===== config.mk =====
export PLATFORM = sky130hd
export DESIGN_NAME = char_lcd_nibble_command_sequencer
export DESIGN_NICKNAME = d
export VERILOG_FILES = /design/src/sv/cln_pkg.sv /design/src/sv/char_lcd_nibble_command_sequencer.sv /design/src/sv/cln_front.sv /design/src/sv/cln_queue.sv /design/src/sv/cln_back.sv
export SDC_FILE = /design/constraint.sdc
export NUM_CORES = 1
export LEC_CHECK = 0
export BUFFER_PORTS_ARGS = -buffer_cell sky130_fd_sc_hd__buf_2
export CAP_MARGIN = 20
export CORE_ASPECT_RATIO = 1.75
export CORE_MARGIN = 2
export CORE_UTILIZATION = 55
export DETAILED_ROUTE_END_ITERATION = 12
export PLACE_DENSITY = 0.74
export SLEW_MARGIN = 25
export SYNTH_ARGS = -nofsm -noshare
export SYNTH_HDL_FRONTEND = slang
export SYNTH_HIERARCHICAL = 1
export SYNTH_SLANG_ARGS = --single-unit

===== constraint.sdc =====
create_clock -name clk -period 4.1 [get_ports clk]
set_input_delay 0.615 -clock clk [delete_from_list [all_inputs] [get_ports clk]]
set_output_delay 0.615 -clock clk [all_outputs]
set_load 0.05 [all_outputs]

===== src/sv/cln_pkg.sv =====
// Shared types, codes and tables for the character LCD nibble command sequencer.
// Used by the front end, the job queue, the back end and the top level.
package cln_pkg;

	// Command codes
	localparam logic [2:0] OP_PUT_CHAR = 3'd0;
	localparam logic [2:0] OP_RAW      = 3'd1;
	localparam logic [2:0] OP_GOTO     = 3'd2;
	localparam logic [2:0] OP_CLEAR    = 3'd3;
	localparam logic [2:0] OP_INIT     = 3'd4;
	localparam logic [2:0] OP_DETECT   = 3'd5;

	// Result kinds
	localparam logic [2:0] KIND_XFER   = 3'd0;
	localparam logic [2:0] KIND_W40MS  = 3'd1;
	localparam logic [2:0] KIND_W39US  = 3'd2;
	localparam logic [2:0] KIND_W37US  = 3'd3;
	localparam logic [2:0] KIND_POLL   = 3'd4;
	localparam logic [2:0] KIND_W153MS = 3'd5;

	// Instruction bytes
	localparam logic [7:0] INSTR_CLEAR = 8'h01;

	// Init run length and step counter width
	localparam int INIT_STEPS = 43;
	localparam int STEP_W     = $clog2(INIT_STEPS);
	localparam logic [STEP_W-1:0] INIT_LAST_STEP = STEP_W'(INIT_STEPS - 1);

	// Job queue depth
	localparam int QUEUE_DEPTH = 4;
	localparam int QPTR_W      = $clog2(QUEUE_DEPTH);
	localparam int QCNT_W      = $clog2(QUEUE_DEPTH + 1);

	typedef struct packed {
		logic [2:0] op;
		logic [7:0] data_byte;
		logic [2:0] row;
		logic [5:0] column;
		logic       detect_pin;
	} cln_cmd_t;

	typedef struct packed {
		logic [2:0] kind;
		logic       reg_select;
		logic [3:0] nibble;
		logic       last;
	} cln_res_t;

	// One classified command: either the init run or a byte with an optional tail
	typedef struct packed {
		logic       init;
		logic [7:0] data;
		logic       rs;
		logic       tail_en;
		logic [2:0] tail_kind;
	} cln_job_t;

	typedef struct packed {
		logic              busy;
		logic              init;
		logic [STEP_W-1:0] step;
	} cln_back_stat_t;

	// DDRAM base address of a display row
	function automatic logic [7:0] row_base(input logic [1:0] row);
		logic [7:0] base;
		unique case (row)
			2'd0: base = 8'h80;
			2'd1: base = 8'hC0;
			2'd2: base = 8'h94;
			default: base = 8'hD4;
		endcase
		return base;
	endfunction

	// Result of one step of the power-up run (last flag set by the caller)
	function automatic cln_res_t init_step(input logic [STEP_W-1:0] idx);
		cln_res_t r;
		r = '0;
		r.kind = KIND_XFER;
		unique case (idx)
			6'd0:                                   r.kind = KIND_W40MS;
			6'd3, 6'd6, 6'd9:                       r.kind = KIND_W39US;
			6'd12, 6'd15:                           r.kind = KIND_W37US;
			6'd18, 6'd21, 6'd24, 6'd27, 6'd30, 6'd33, 6'd36, 6'd39, 6'd42:
				r.kind = KIND_POLL;
			6'd1, 6'd4, 6'd7:                       r.nibble = 4'h3;
			6'd2, 6'd5, 6'd8, 6'd11, 6'd14, 6'd17, 6'd20, 6'd40:
				r.nibble = 4'h8;
			6'd10, 6'd13, 6'd16, 6'd19:             r.nibble = 4'h2;
			6'd22, 6'd25, 6'd28, 6'd31, 6'd34, 6'd37, 6'd41:
				r.nibble = 4'h0;
			6'd23, 6'd26:                           r.nibble = 4'hC;
			6'd29, 6'd32:                           r.nibble = 4'h1;
			6'd35, 6'd38:                           r.nibble = 4'h6;
			default:                                r.kind = KIND_POLL;
		endcase
		return r;
	endfunction

endpackage


===== src/sv/char_lcd_nibble_command_sequencer.sv =====
// Top level of the character LCD nibble command sequencer: front end,
// job queue and back end. Depends on cln_pkg, cln_front, cln_queue, cln_back.
//
//   channel   handshake          payload      direction
//   command   push / full        cmd          in
//   result    empty / pop        res          out
//
// One result leaves per cycle while results are popped: put char, goto and
// clear give 3 results, a raw instruction 2, init 43, one per back end step.
// The front end takes one command per cycle while the 4-entry job queue has room;
// commands that give no results push no job.
// Reset clears the queue, the back end and the detect history; no clearing pass.
// A stalled result holds in the output register while the queue keeps filling.
module char_lcd_nibble_command_sequencer
	import cln_pkg::*;
(
	input  logic     clk,
	input  logic     arst_n,
	input  logic     push,
	output logic     full,
	input  cln_cmd_t cmd,
	output logic     empty,
	input  logic     pop,
	output cln_res_t res
);

	logic              accept;
	logic              job_push;
	cln_job_t          job;
	logic              q_valid;
	cln_job_t          q_head;
	logic              q_pop;
	logic [QCNT_W-1:0] q_count;
	cln_back_stat_t    stat;

	assign accept = push && !full;

	cln_front u_front (
		.clk      (clk),
		.arst_n   (arst_n),
		.accept   (accept),
		.cmd      (cmd),
		.job_push (job_push),
		.job      (job)
	);

	cln_queue u_queue (
		.clk    (clk),
		.arst_n (arst_n),
		.push   (job_push),
		.wdata  (job),
		.full   (full),
		.valid  (q_valid),
		.head   (q_head),
		.pop    (q_pop),
		.count  (q_count)
	);

	cln_back u_back (
		.clk     (clk),
		.arst_n  (arst_n),
		.q_valid (q_valid),
		.q_head  (q_head),
		.q_pop   (q_pop),
		.empty   (empty),
		.res     (res),
		.pop     (pop),
		.stat    (stat)
	);

	// Queue never overfills
	a_queue_bound: assert property (@(posedge clk) disable iff (!arst_n)
		q_count <= QCNT_W'(QUEUE_DEPTH))
		else $error("job queue count beyond depth");

	// Back end takes a job only from a non-empty queue
	a_pop_valid: assert property (@(posedge clk) disable iff (!arst_n)
		q_pop |-> q_valid)
		else $error("job taken from empty queue");

	// A byte job never runs past its tail step
	a_byte_steps: assert property (@(posedge clk) disable iff (!arst_n)
		(stat.busy && !stat.init) |-> (stat.step <= STEP_W'(2)))
		else $error("byte job step out of range");

	// The init run never runs past its last step
	a_init_steps: assert property (@(posedge clk) disable iff (!arst_n)
		(stat.busy && stat.init) |-> (stat.step <= INIT_LAST_STEP))
		else $error("init step out of range");

endmodule


===== src/sv/cln_front.sv =====
// Front end: accepts commands, tracks the detect pin and classifies each
// command into a job for the queue. Depends on cln_pkg.
module cln_front
	import cln_pkg::*;
(
	input  logic     clk,
	input  logic     arst_n,
	input  logic     accept,
	input  cln_cmd_t cmd,
	output logic     job_push,
	output cln_job_t job
);

	logic det_q;
	logic produce;

	// Classify the command
	always_comb begin
		produce       = 1'b0;
		job           = '0;
		job.data      = cmd.data_byte;
		job.tail_kind = KIND_POLL;
		unique case (cmd.op)
			OP_PUT_CHAR: begin
				produce     = 1'b1;
				job.rs      = 1'b1;
				job.tail_en = 1'b1;
			end
			OP_RAW: begin
				produce = 1'b1;
			end
			OP_GOTO: begin
				produce     = (cmd.row[2] == 1'b0);
				job.data    = row_base(cmd.row[1:0]) + {2'b00, cmd.column};
				job.tail_en = 1'b1;
			end
			OP_CLEAR: begin
				produce       = 1'b1;
				job.data      = INSTR_CLEAR;
				job.tail_en   = 1'b1;
				job.tail_kind = KIND_W153MS;
			end
			OP_INIT: begin
				produce  = 1'b1;
				job.init = 1'b1;
			end
			OP_DETECT: begin
				produce  = cmd.detect_pin && !det_q;
				job.init = 1'b1;
			end
			default: begin
				produce = 1'b0;
			end
		endcase
	end

	assign job_push = accept && produce;

	// Hold the last sampled detect level
	always_ff @(posedge clk or negedge arst_n) begin
		if (!arst_n) begin
			det_q <= 1'b0;
		end else if (accept && (cmd.op == OP_INIT || cmd.op == OP_DETECT)) begin
			det_q <= cmd.detect_pin;
		end
	end

endmodule


===== src/sv/cln_queue.sv =====
// Short job queue between the front end and the back end.
// Depends on cln_pkg for the job type and depth.
module cln_queue
	import cln_pkg::*;
(
	input  logic              clk,
	input  logic              arst_n,
	input  logic              push,
	input  cln_job_t          wdata,
	output logic              full,
	output logic              valid,
	output cln_job_t          head,
	input  logic              pop,
	output logic [QCNT_W-1:0] count
);

	cln_job_t          mem [QUEUE_DEPTH];
	logic [QPTR_W-1:0] wr_ptr_q;
	logic [QPTR_W-1:0] rd_ptr_q;
	logic [QCNT_W-1:0] cnt_q;
	logic              do_push;
	logic              do_pop;

	assign full    = (cnt_q == QCNT_W'(QUEUE_DEPTH));
	assign valid   = (cnt_q != '0);
	assign head    = mem[rd_ptr_q];
	assign count   = cnt_q;
	assign do_push = push && !full;
	assign do_pop  = pop && valid;

	// Write storage
	always_ff @(posedge clk) begin
		if (do_push) begin
			mem[wr_ptr_q] <= wdata;
		end
	end

	// Advance pointers and count
	always_ff @(posedge clk or negedge arst_n) begin
		if (!arst_n) begin
			wr_ptr_q <= '0;
			rd_ptr_q <= '0;
			cnt_q    <= '0;
		end else begin
			if (do_push) begin
				wr_ptr_q <= wr_ptr_q + QPTR_W'(1);
			end
			if (do_pop) begin
				rd_ptr_q <= rd_ptr_q + QPTR_W'(1);
			end
			if (do_push && !do_pop) begin
				cnt_q <= cnt_q + QCNT_W'(1);
			end else if (do_pop && !do_push) begin
				cnt_q <= cnt_q - QCNT_W'(1);
			end
		end
	end

endmodule


===== src/sv/cln_back.sv =====
// Back end: expands each job into bus phases and waits, one result per cycle
// into a free or popped output register. Needs cln_pkg types and init table.
module cln_back
	import cln_pkg::*;
(
	input  logic           clk,
	input  logic           arst_n,
	input  logic           q_valid,
	input  cln_job_t       q_head,
	output logic           q_pop,
	output logic           empty,
	output cln_res_t       res,
	input  logic           pop,
	output cln_back_stat_t stat
);

	cln_job_t          job_q;
	logic              busy_q;
	logic [STEP_W-1:0] step_q;
	cln_res_t          out_q;
	logic              out_v_q;
	cln_res_t          cur;
	logic              cur_last;
	logic              adv;

	// Form the result of the current step
	always_comb begin
		cur      = '0;
		cur_last = 1'b0;
		if (job_q.init) begin
			cur      = init_step(step_q);
			cur_last = (step_q == INIT_LAST_STEP);
		end else begin
			unique case (step_q)
				STEP_W'(0): begin
					cur.kind       = KIND_XFER;
					cur.reg_select = job_q.rs;
					cur.nibble     = job_q.data[7:4];
				end
				STEP_W'(1): begin
					cur.kind       = KIND_XFER;
					cur.reg_select = job_q.rs;
					cur.nibble     = job_q.data[3:0];
					cur_last       = !job_q.tail_en;
				end
				default: begin
					cur.kind = job_q.tail_kind;
					cur_last = 1'b1;
				end
			endcase
		end
		cur.last = cur_last;
	end

	assign adv   = busy_q && (!out_v_q || pop);
	assign q_pop = q_valid && (!busy_q || (adv && cur_last));

	// Load the next job, advance the step counter
	always_ff @(posedge clk or negedge arst_n) begin
		if (!arst_n) begin
			busy_q  <= 1'b0;
			step_q  <= '0;
			out_v_q <= 1'b0;
		end else begin
			if (q_pop) begin
				busy_q <= 1'b1;
				step_q <= '0;
			end else if (adv) begin
				if (cur_last) begin
					busy_q <= 1'b0;
				end else begin
					step_q <= step_q + STEP_W'(1);
				end
			end
			if (adv) begin
				out_v_q <= 1'b1;
			end else if (pop) begin
				out_v_q <= 1'b0;
			end
		end
	end

	// Hold payload
	always_ff @(posedge clk) begin
		if (q_pop) begin
			job_q <= q_head;
		end
		if (adv) begin
			out_q <= cur;
		end
	end

	assign empty     = !out_v_q;
	assign res       = out_q;
	assign stat.busy = busy_q;
	assign stat.init = job_q.init;
	assign stat.step = step_q;

endmodule

==> metrics.cfg, run 1 <==
[place]
gp_congestion=0.912
dp_cells=472
placed_cell_area_um2=4910
portBuffers=35
dp_hpwl_mm=7.09

[cells_and_area]
finalNonFillerCells=488
layout_common_cells=edfxtp_1, buf_2, nand2_1
diodes=0
fin_util_pct=62.6
postLayoutCellArea_um2=5200
layout_commonest_cell=edfxtp_1
areaGrowthSynthToFinish_pct=10.9
layout-drive-gt1-share_pct=24.1
nNetsFinal=406

[detailed_routing]
drtPass1Iterations=4
drcViolationCount=0
antenna_left=0
wl_mm=9.57
drt_iter0_markers=134
vias_per_cell=5.85
wl_per_cell_um=19.6
vias=2856

[hold_path]
hp-class=in2async

[cts]
clk_path_buf_depth=2
cts_hold_buf=0
h-tree-depth=3
numCtsBuffers=9
cts_root_buffer=clkbuf_16
clk_pin_slew_worst_paths_ns=0.07
postCtsSetupRepairBufs=0
tritoncts=done
cts_resized=0
worst_skew_pair.late_latency_ns=0.34
clkSinkCount=95

[worst_setup_path]
cp_slowest_cell=dfrtp_1
reg2reg_from=u_back/step_q[1]$_DFFE_PN0P_
max_stage_delay_ns=0.45
cp.arrival_ns=3.69
path_cells=inv_1 > ha_1 > nor4b_4 > nand3_2 > a21oi_1 > o21ai_1 > and2_1 > buf_4 > nand2_1 > ha_1 > inv_1 > fa_1 > xor2_1 > nor2_1 > xor2_1
critPathTopFamily=simple AND/OR/NAND/NOR gates
rrSetupSlack_ns=0.68
rr_endpoint=u_queue/count[2]$_DFFE_PN0P_
critPathLaunchType=flip-flop
path_max_fanout=16
cp_num_buf_inv=3
reg2regPathDepth=15
cp_data_required_time_ns=4.37
critical_path_class=reg2reg
endpoint_kind=flip-flop
worstSetupPathDepth=15

[timing]
period_share_pct=83.5
rsz0062_at_grt=false
period_needed_ns=3.42
clock_skew_ns=0.00859
setup_viol=0
fmax_mhz=292
slew-limit-headroom_pct=26.3
worst_pin_slew_ns=1.08
finalMaxSlewViolations=0
final.setup.tns_ns=0
hold_violations=0

[power_and_ir_drop]
p_total_w=0.00371
powerDensity_nw_per_um2=714
p_leak_nw=1.93
switchingPower_w=0.00139
seq_power_share_pct=42.5
p_int_w=0.00232
p_sw_share_pct=37.5
power_frac_clock_pct=21.4
combPwrFrac_pct=36.0
ir_drop_mv=0.440

[synth]
synth_fp_nets=376
yosysWarningCount=6
syn_inst=338
synthesis.area_um2=4690
syn_avg_cell_area_um2=13.9

[grt]
grt_max_degree=19
grt_remaining_overflow=0
grt_pass1_wl_mm=15.6
first_global_vias=2865
track_usage_pct=23.4
grt_antenna_before_repair=0

[die]
design.core.area_um2=8310
initial_utilization_pct=56.4
placementRows=44
io-pin-count=36
die_height_um=126
die_w_um=73.8
die_area_um2=9310

[outcome]
status=finished clean

[run]
maxCapViolCount=0

## stage by stage
step	setup slack (ns)	hold WS, ns
after floorplan	1.01	0.319
after global placement	0.788	0.481
after detailed placement	0.698	0.485
after CTS	0.669	0.188
after global routing	0.313	0.203
final	0.677	0.180
## layout make-up
cell class	instances	area (µm²)
clock buffer	9	225
clock inverter	7	63.8
fill	617	3110
inverter	19	71.3
multi-input combinational	204	1720
sequential	95	2770
tap	115	144
timing repair buffer	39	205
## flip-flops by register name, indices dropped and copies added (netlist names)
signal / count
u_back/res: 9
u_queue/rd_ptr_q: 2
u_back/stat: 1
u_back/step_q: 6
u_queue/mem: 56
u_back/job_q: 13
u_back/out_v_q: 1
u_back/busy_q: 1
u_front/det_q: 1
u_queue/wr_ptr_q: 2
u_queue/count: 3
## layer usage
layer,vias to the layer above,track usage (%),routed length (µm),part of all wire (%)
met4,0,11.7,407,4.3
met5,-,0,0,0
met3,24,4.00,249,2.6
met2,77,42.1,5530,58
met1,1415,25.3,3380,35
li1,1340,-,-,-
## power by group through the flow
stage	Clock, W	Combinational [W]	Sequential [W]
floorplan	0	0.000986	0.00162
global placement	0	0.00132	0.00159
detailed placement	0	0.00133	0.00160
CTS	0.000812	0.00134	0.00159
global route	0.000849	0.00146	0.00162
finish	0.000796	0.00134	0.00158
## how the worst max path moves through the flow
stage / start / to / slack (ns)
finish: u_back/step_q[1]$_DFFE_PN0P_ / u_queue/count[2]$_DFFE_PN0P_ / 0.68
global route: u_back/step_q[1]$_DFFE_PN0P_ / u_queue/count[2]$_DFFE_PN0P_ / 0.31
CTS: u_back/step_q[1]$_DFFE_PN0P_ / u_queue/count[2]$_DFFE_PN0P_ / 0.67
detailed placement: u_back/step_q[1]$_DFFE_PN0P_ / u_queue/count[2]$_DFFE_PN0P_ / 0.70
global placement: u_back/step_q[0]$_DFFE_PN0P_ / u_queue/count[2]$_DFFE_PN0P_ / 0.79
floorplan: u_back/step_q[1]$_DFFE_PN0P_ / u_queue/count[1]$_DFFE_PN0P_ / 1.01
## worst reg2reg max path: stages, from the launching register on
cell	delay [ns]
dfrtp_1	0.45
inv_1	0.12
ha_1	0.36
nor4b_4	0.32
nand3_2	0.20
a21oi_1	0.22
o21ai_1	0.13
and2_1	0.18
buf_4	0.20
nand2_1	0.12
ha_1	0.19
inv_1	0.06
fa_1	0.38
xor2_1	0.17
nor2_1	0.11
xor2_1	0.15
(Power assumes the default switching activity.)
==> run 2: changes to the inputs <==
--- a/config.mk
+++ b/config.mk
@@ -5,6 +5,7 @@
 export SDC_FILE = /design/constraint.sdc
 export NUM_CORES = 1
 export LEC_CHECK = 0
+export ABC_AREA = 1
 export BUFFER_PORTS_ARGS = -buffer_cell sky130_fd_sc_hd__buf_2
 export CAP_MARGIN = 20
 export CORE_ASPECT_RATIO = 1.75
==> constraint.sdc (replaced) <==
create_clock -name clk -period 3.5 [get_ports clk]
set_input_delay 0.525 -clock clk [delete_from_list [all_inputs] [get_ports clk]]
set_output_delay 0.525 -clock clk [all_outputs]
set_load 0.05 [all_outputs]
==> run 2 against run 1 <==
Routed wire length grew 1.1%. Clock power grew 21%. Count of clock-buffer cells in the layout is the same. Setup slack gained 0.12 ns. Clock skew grew 0.0029 ns. Global-route usage shrank 1.1 points. Via count grew 20%. Non-clock buffer count grew 3. Cell area grew 3.7%. Largest power group unchanged. Sequential power grew 11%. Critical endpoint unchanged. Maximum frequency grew 27%.
==> metrics.cfg, run 2 <==
[detailed_routing]
drt_iter0_markers=137  ; was 134
antenna_left=0  ; unchanged
wl_per_cell_um=14.9  ; was 19.6 µm
vias_per_cell=5.27  ; was 5.85
drtPass1Iterations=4  ; unchanged
wl_mm=9.68  ; was 9.57 mm
vias=3417  ; was 2,856
drcViolationCount=0  ; unchanged

[timing]
finalMaxSlewViolations=0  ; unchanged
final.setup.tns_ns=0  ; unchanged
setup_slack_ns=0.795  ; was 0.677 ns
clock_skew_ns=0.0115  ; was 0.00859 ns
hold_violations=0  ; unchanged
period_needed_ns=2.71  ; was 3.42 ns
setup_viol=0  ; unchanged
whs_ns=0.0874  ; was 0.180 ns
fmax_mhz=370  ; was 292 MHz
worst_pin_slew_ns=0.816  ; was 1.08 ns
rsz0062_at_grt=false  ; unchanged
slew-limit-headroom_pct=45.6  ; was 26.3%
period_share_pct=77.3  ; was 83.5%

[cells_and_area]
layout_commonest_cell=nand2_1  ; was edfxtp_1
nNetsFinal=566  ; was 406
num-fill-cells=701  ; was 617
finalNonFillerCells=649  ; was 488
largest_reg_flops=56  ; unchanged
areaGrowthSynthToFinish_pct=11.3  ; was 10.9%
regMostFlops=u_queue/mem  ; unchanged
regArea_um2=2770  ; about the same
layout_common_cells=nand2_1, edfxtp_1, inv_1  ; was edfxtp_1, buf_2, nand2_1
multi_input_area_um2=1670  ; was 1720 µm²
diodes=0  ; unchanged
layout-drive-gt1-share_pct=19.5  ; was 24.1%

[place]
dp_cells=634  ; was 472
gp_congestion=1.01  ; was 0.912
portBuffers=35  ; unchanged
place_ws_ns=0.865  ; was 0.698 ns
dp_hpwl_mm=7.01  ; was 7.09 mm

[worst_setup_path]
rrSetupSlack_ns=0.79  ; was 0.68 ns
reg2regPathDepth=17  ; was 15
critPathLaunchType=flip-flop  ; unchanged
rr_endpoint=u_queue/count[2]$_DFFE_PN0P_  ; unchanged
crit_start=u_back/step_q[5]$_DFFE_PN0P_  ; was u_back/step_q[1]$_DFFE_PN0P_
reg2reg_from=u_back/step_q[5]$_DFFE_PN0P_  ; was u_back/step_q[1]$_DFFE_PN0P_
endpoint_kind=flip-flop  ; unchanged
cp_data_required_time_ns=3.79  ; was 4.37 ns
path_max_fanout=14  ; was 16
crit_end=u_queue/count[2]$_DFFE_PN0P_  ; unchanged
critical_path_class=reg2reg  ; unchanged
cp.arrival_ns=2.99  ; was 3.69 ns

[cts]
worst_skew_pair.late_latency_ns=0.34  ; about the same
h-tree-depth=3  ; unchanged
tritoncts=done  ; unchanged
cts_hold_buf=0  ; unchanged
cts_root_buffer=clkbuf_16  ; unchanged
cts_resized=0  ; unchanged
postCtsSetupRepairBufs=0  ; unchanged
clk_pin_slew_worst_paths_ns=0.07  ; about the same
clk_path_buf_depth=2  ; unchanged
numCtsBuffers=9  ; unchanged
clkSinkCount=95  ; unchanged

[grt]
grt_antenna_before_repair=0  ; unchanged
busiest_layer=met2  ; unchanged
first_global_vias=3428  ; was 2,865
track_usage_pct=22.2  ; was 23.4%
grt_remaining_overflow=0  ; unchanged
use_met1_pct=21.4  ; was 25.3%
grt_max_degree=59  ; was 19
grtUsageMet2_pct=42.8  ; was 42.1%
grt_use_met3_pct=3.69  ; was 4.00%
grt_pass1_wl_mm=15.7  ; was 15.6 mm

[power_and_ir_drop]
ir_drop_mv=0.481  ; was 0.440 mV
p_leak_nw=2.45  ; was 1.93 nW
p_total_w=0.00438  ; was 0.00371 W
powerDensity_nw_per_um2=811  ; was 714 nW/µm²

[synth]
syn_inst=492  ; was 338
synth_fp_nets=530  ; was 376
syn_avg_cell_area_um2=9.85  ; was 13.9 µm²
yosysWarningCount=6  ; unchanged
synthesis.area_um2=4850  ; was 4690 µm²

[hold_path]
hp-class=in2async  ; unchanged

[die]
die_height_um=128  ; was 126 µm
placementRows=45  ; was 44
die_area_um2=9610  ; was 9310 µm²
die_w_um=75.0  ; was 73.8 µm
initial_utilization_pct=56.3  ; was 56.4%
design.core.area_um2=8610  ; was 8310 µm²
io-pin-count=36  ; unchanged

[outcome]
status=finished clean  ; unchanged

[run]
maxCapViolCount=0  ; unchanged

-- run 2: through the flow --
| step | area, µm² | util (%) |
|---|---|---|
| 2_1_floorplan | 4850 | - |
| 3_3_place_gp | 5100 | 59.2 |
| 3_5_place_dp | 5100 | 59.2 |
| 4_1_cts | 5390 | 62.6 |
| 5_1_grt | 5400 | 62.6 |
| 6_report | 5400 | 62.6 |
-- run 2: area by class of cell --
| cell class | instances | area share [%] |
|---|---|---|
| timing repair buffer | 42 | 4.22 |
| inverter | 74 | 5.19 |
| sequential | 95 | 51.4 |
| clock inverter | 6 | 1.30 |
| clock buffer | 9 | 4.17 |
| tap | 117 | 2.71 |
| multi-input combinational | 306 | 31.0 |
-- run 2: power by group --
| group | internal [W] | switching, W |
|---|---|---|
| Combinational | 0.000482 | 0.00118 |
| Sequential | 0.00161 | 0.000138 |
| Clock | 0.000553 | 0.000411 |
-- run 2: worst min-delay path by stage --
stage / startpoint / to / slack, ns / depth (start not counted)
5_1_grt: arst_n / u_queue/count[2]$_DFFE_PN0P_ / 0.12 / 1
2_1_floorplan: arst_n / u_back/busy_q$_DFFE_PN0P_ / 0.23 / 0
4_1_cts: arst_n / u_queue/count[2]$_DFFE_PN0P_ / 0.1 / 1
3_5_place_dp: arst_n / u_queue/wr_ptr_q[0]$_DFFE_PN0P_ / 0.47 / 1
3_3_place_gp: arst_n / u_queue/wr_ptr_q[0]$_DFFE_PN0P_ / 0.46 / 1
6_report: arst_n / u_queue/count[2]$_DFFE_PN0P_ / 0.09 / 1
-- run 2: routing by layer --
metal  routed length (µm)  part of all wire [%]  up-vias
met5                    0                     0        -
met4                  308                   3.2        0
met3                  249                   2.6       25
met2                 5730                    59       79
met1                 3390                    35     1606
li1                     -                     -     1707
-- run 2: critical path: stages (launching register included) --
cell and delay, ns:
dfrtp_1 0.41, nor2_2 0.46, nand3_1 0.13, nand2_1 0.11, nand3_2 0.08, nand3_1 0.08
nand2_1 0.08, nand2_1 0.13, inv_2 0.06, nand2_1 0.11, ha_1 0.18, inv_1 0.07
fa_1 0.38, inv_1 0.08, nand2_1 0.08, nand3_1 0.10, nand2_1 0.06, nand2_1 0.05
==> run 3: changes to the inputs <==
==> constraint.sdc (replaced) <==
create_clock -name clk -period 2.5 [get_ports clk]
set_input_delay 0.375 -clock clk [delete_from_list [all_inputs] [get_ports clk]]
set_output_delay 0.375 -clock clk [all_outputs]
set_load 0.05 [all_outputs]
==> run 3 against run 2 <==
Clock skew is 0.0021 ns lower. Utilization is 1.7 points higher. Maximum frequency is 16% higher. Setup slack worse by 0.63 ns. Clock power is 49% higher. Cell area is 2.8% higher. Via count is 2.0% higher. Global-route usage is 0.56 points lower. Sequential share of layout area is 1.3 points lower. Combinational power is 48% higher. Register-to-register slack worse by 0.63 ns. Routed wire length is 0.49% lower. Largest power group is now combinational cells.
==> metrics.cfg, run 3 (synthesized netlist as in run 2, its figures left out) <==
[timing]
finalMaxSlewViolations=0  ; unchanged
hold_violations=0  ; unchanged
period_share_pct=93.3  ; was 77.3%
period_needed_ns=2.33  ; was 2.71 ns
setup_slack_ns=0.168  ; was 0.795 ns
fmax_mhz=429  ; was 370 MHz
slew-limit-headroom_pct=64.0  ; was 45.6%
worst_pin_slew_ns=0.535  ; was 0.816 ns
clock_skew_ns=0.00937  ; was 0.0115 ns
setup_viol=0  ; unchanged

[die]
initial_utilization_pct=56.3  ; unchanged
design.core.area_um2=8610  ; unchanged
io-pin-count=36  ; unchanged
die_height_um=128  ; unchanged
die_area_um2=9610  ; unchanged
placementRows=45  ; unchanged
die_w_um=75.0  ; unchanged

[hold_path]
hp-start=cmd[0]
holdPathStages=3
hold_end=u_front/det_q$_DFFE_PN0P_
hp-class=in2reg  ; was in2async

[cells_and_area]
layout-drive-gt1-share_pct=23.0  ; was 19.5%
fin_util_pct=64.4  ; was 62.6%
num-fill-cells=692  ; was 701
regMostFlops=u_queue/mem  ; unchanged
nNetsFinal=577  ; was 566
layout_commonest_cell=nand2_1  ; unchanged
layout_common_cells=nand2_1, edfxtp_1, inv_1  ; unchanged
finalNonFillerCells=660  ; was 649
areaGrowthSynthToFinish_pct=14.4  ; was 11.3%
diodes=0  ; unchanged
largest_reg_flops=56  ; unchanged

[power_and_ir_drop]
p_int_w=0.00390  ; was 0.00264 W
powerDensity_nw_per_um2=1140  ; was 811 nW/µm²
seq_power_share_pct=38.3  ; was 39.9%
p_sw_share_pct=38.3  ; was 39.5%
p_leak_nw=2.52  ; was 2.45 nW
power_frac_clock_pct=22.8  ; was 22.0%
ir_drop_mv=0.860  ; was 0.481 mV
combPwrFrac_pct=38.9  ; was 38.0%
switchingPower_w=0.00242  ; was 0.00173 W

[worst_setup_path]
cp_slowest_cell=dfrtp_1  ; was nor2_2
cp.arrival_ns=2.56  ; was 2.99 ns
path_cells=inv_2 > ha_2 > nand3_2 > nand2_1 > nand3_2 > nand3_1 > nand2_1 > nand2_2 > inv_2 > nand2_2 > ha_2 > inv_1 > fa_1 > nand2_1 > nand3_1 > nand2_1 > nand2_1  ; was nor2_2 > nand3_1 > nand2_1 > nand3_2 > nand3_1 > nand2_1 > nand2_1 > inv_2 > nand2_1 > ha_1 > inv_1 > fa_1 > inv_1 > nand2_1 > nand3_1 > nand2_1 > nand2_1
critPathLaunchType=flip-flop  ; unchanged
cp_data_required_time_ns=2.73  ; was 3.79 ns
rrSetupSlack_ns=0.17  ; was 0.79 ns
reg2reg_from=u_back/step_q[1]$_DFFE_PN0P_  ; was u_back/step_q[5]$_DFFE_PN0P_
path_common_cell=nand2_1  ; unchanged
path_max_fanout=4  ; was 14
rr_endpoint=u_queue/count[2]$_DFFE_PN0P_  ; unchanged
critical_path_class=reg2reg  ; unchanged
max_stage_delay_ns=0.42  ; was 0.46 ns
endpoint_kind=flip-flop  ; unchanged
reg2regPathDepth=17  ; unchanged

[detailed_routing]
drcViolationCount=0  ; unchanged
drtPass1Iterations=4  ; unchanged
vias=3486  ; was 3,417
wl_per_cell_um=14.6  ; was 14.9 µm
wl_mm=9.63  ; was 9.68 mm
antenna_left=0  ; unchanged
vias_per_cell=5.28  ; was 5.27
drt_iter0_markers=169  ; was 137

[cts]
clkSinkCount=95  ; unchanged
tritoncts=done  ; unchanged
clk_path_buf_depth=2  ; unchanged
h-tree-depth=3  ; unchanged
numCtsBuffers=9  ; unchanged
worst_skew_pair.late_latency_ns=0.34  ; about the same
cts_root_buffer=clkbuf_16  ; unchanged
clk_pin_slew_worst_paths_ns=0.06  ; was 0.07 ns

[grt]
grt_remaining_overflow=0  ; unchanged
grt_max_degree=59  ; unchanged
grt_antenna_before_repair=0  ; unchanged
first_global_vias=3392  ; was 3,428
grt_pass1_wl_mm=15.5  ; was 15.7 mm
track_usage_pct=21.7  ; was 22.2%

[run]
maxCapViolCount=0  ; unchanged

[outcome]
status=finished clean  ; unchanged

[place]
gp_congestion=0.949  ; was 1.01
place_ws_ns=0.0380  ; was 0.865 ns
dp_hpwl_mm=6.86  ; was 7.01 mm
dp_cells=640  ; was 634
portBuffers=35  ; unchanged

-- run 3: worst max-delay path, delay by kind of cell (launching register included) --
kind	cells	cell delay, ns
buffers and inverters	3	0.23
AND/OR/NAND/NOR	11	0.82
flip-flops	1	0.42
adder cells (fa/ha/maj)	3	0.75
-- run 3: timing repair --
action                     CTS  global route
hold buffers                 1             0
gates resized for setup      0            12
hold endpoints to repair    16             0
setup endpoints to repair    0             2
setup buffers                0             4
-- run 3: power by group through the flow --
stage	registers [W]	logic [W]	clock network [W]
detailed placement	0.00245	0.00239	0
global route	0.00246	0.00274	0.00152
finish	0.00242	0.00246	0.00144
global placement	0.00243	0.00233	0
CTS	0.00242	0.00241	0.00147
floorplan	0.00268	0.00163	0
-- run 3: stage by stage --
stage	TNS [ns]	area, µm²	total power, W	hold slack (ns)
2_1_floorplan	0	4850	0.00430	0.0794
3_3_place_gp	0	5160	0.00477	0.311
3_5_place_dp	0	5160	0.00484	0.325
4_1_cts	0	5490	0.00630	0.310
5_1_grt	-0.0168	5550	0.00672	0.337
6_report	0	5550	0.00632	0.318
-- run 3: how the worst max path moves through the flow --
stage,from,end,depth (start not counted)
6_report,u_back/step_q[1]$_DFFE_PN0P_,u_queue/count[2]$_DFFE_PN0P_,17
5_1_grt,u_back/step_q[1]$_DFFE_PN0P_,u_queue/count[2]$_DFFE_PN0P_,17
4_1_cts,u_back/step_q[1]$_DFFE_PN0P_,u_queue/count[2]$_DFFE_PN0P_,17
3_5_place_dp,u_back/step_q[1]$_DFFE_PN0P_,u_queue/count[2]$_DFFE_PN0P_,17
3_3_place_gp,u_back/step_q[1]$_DFFE_PN0P_,u_queue/count[2]$_DFFE_PN0P_,17
2_1_floorplan,u_back/step_q[0]$_DFFE_PN0P_,u_queue/count[1]$_DFFE_PN0P_,15
-- run 3: layer usage --
layer | vias up | global-route usage [%] | wire (µm)
met3 | 24 | 3.69 | 348
met4 | 0 | 12.3 | 361
met1 | 1638 | 22.0 | 3490
met2 | 97 | 39.7 | 5430
li1 | 1727 | - | -
met5 | - | 0 | 0
-- run 3: layout make-up --
class | instances | area, µm² | area share [%]
flip-flops and latches | 95 | 2780 | 50.0
multi-input cells | 306 | 1700 | 30.7
repair buffers | 53 | 325 | 5.87
inverters | 74 | 279 | 5.03
clock buffers | 9 | 225 | 4.06
well taps | 117 | 146 | 2.64
clock inverters | 6 | 93.8 | 1.69
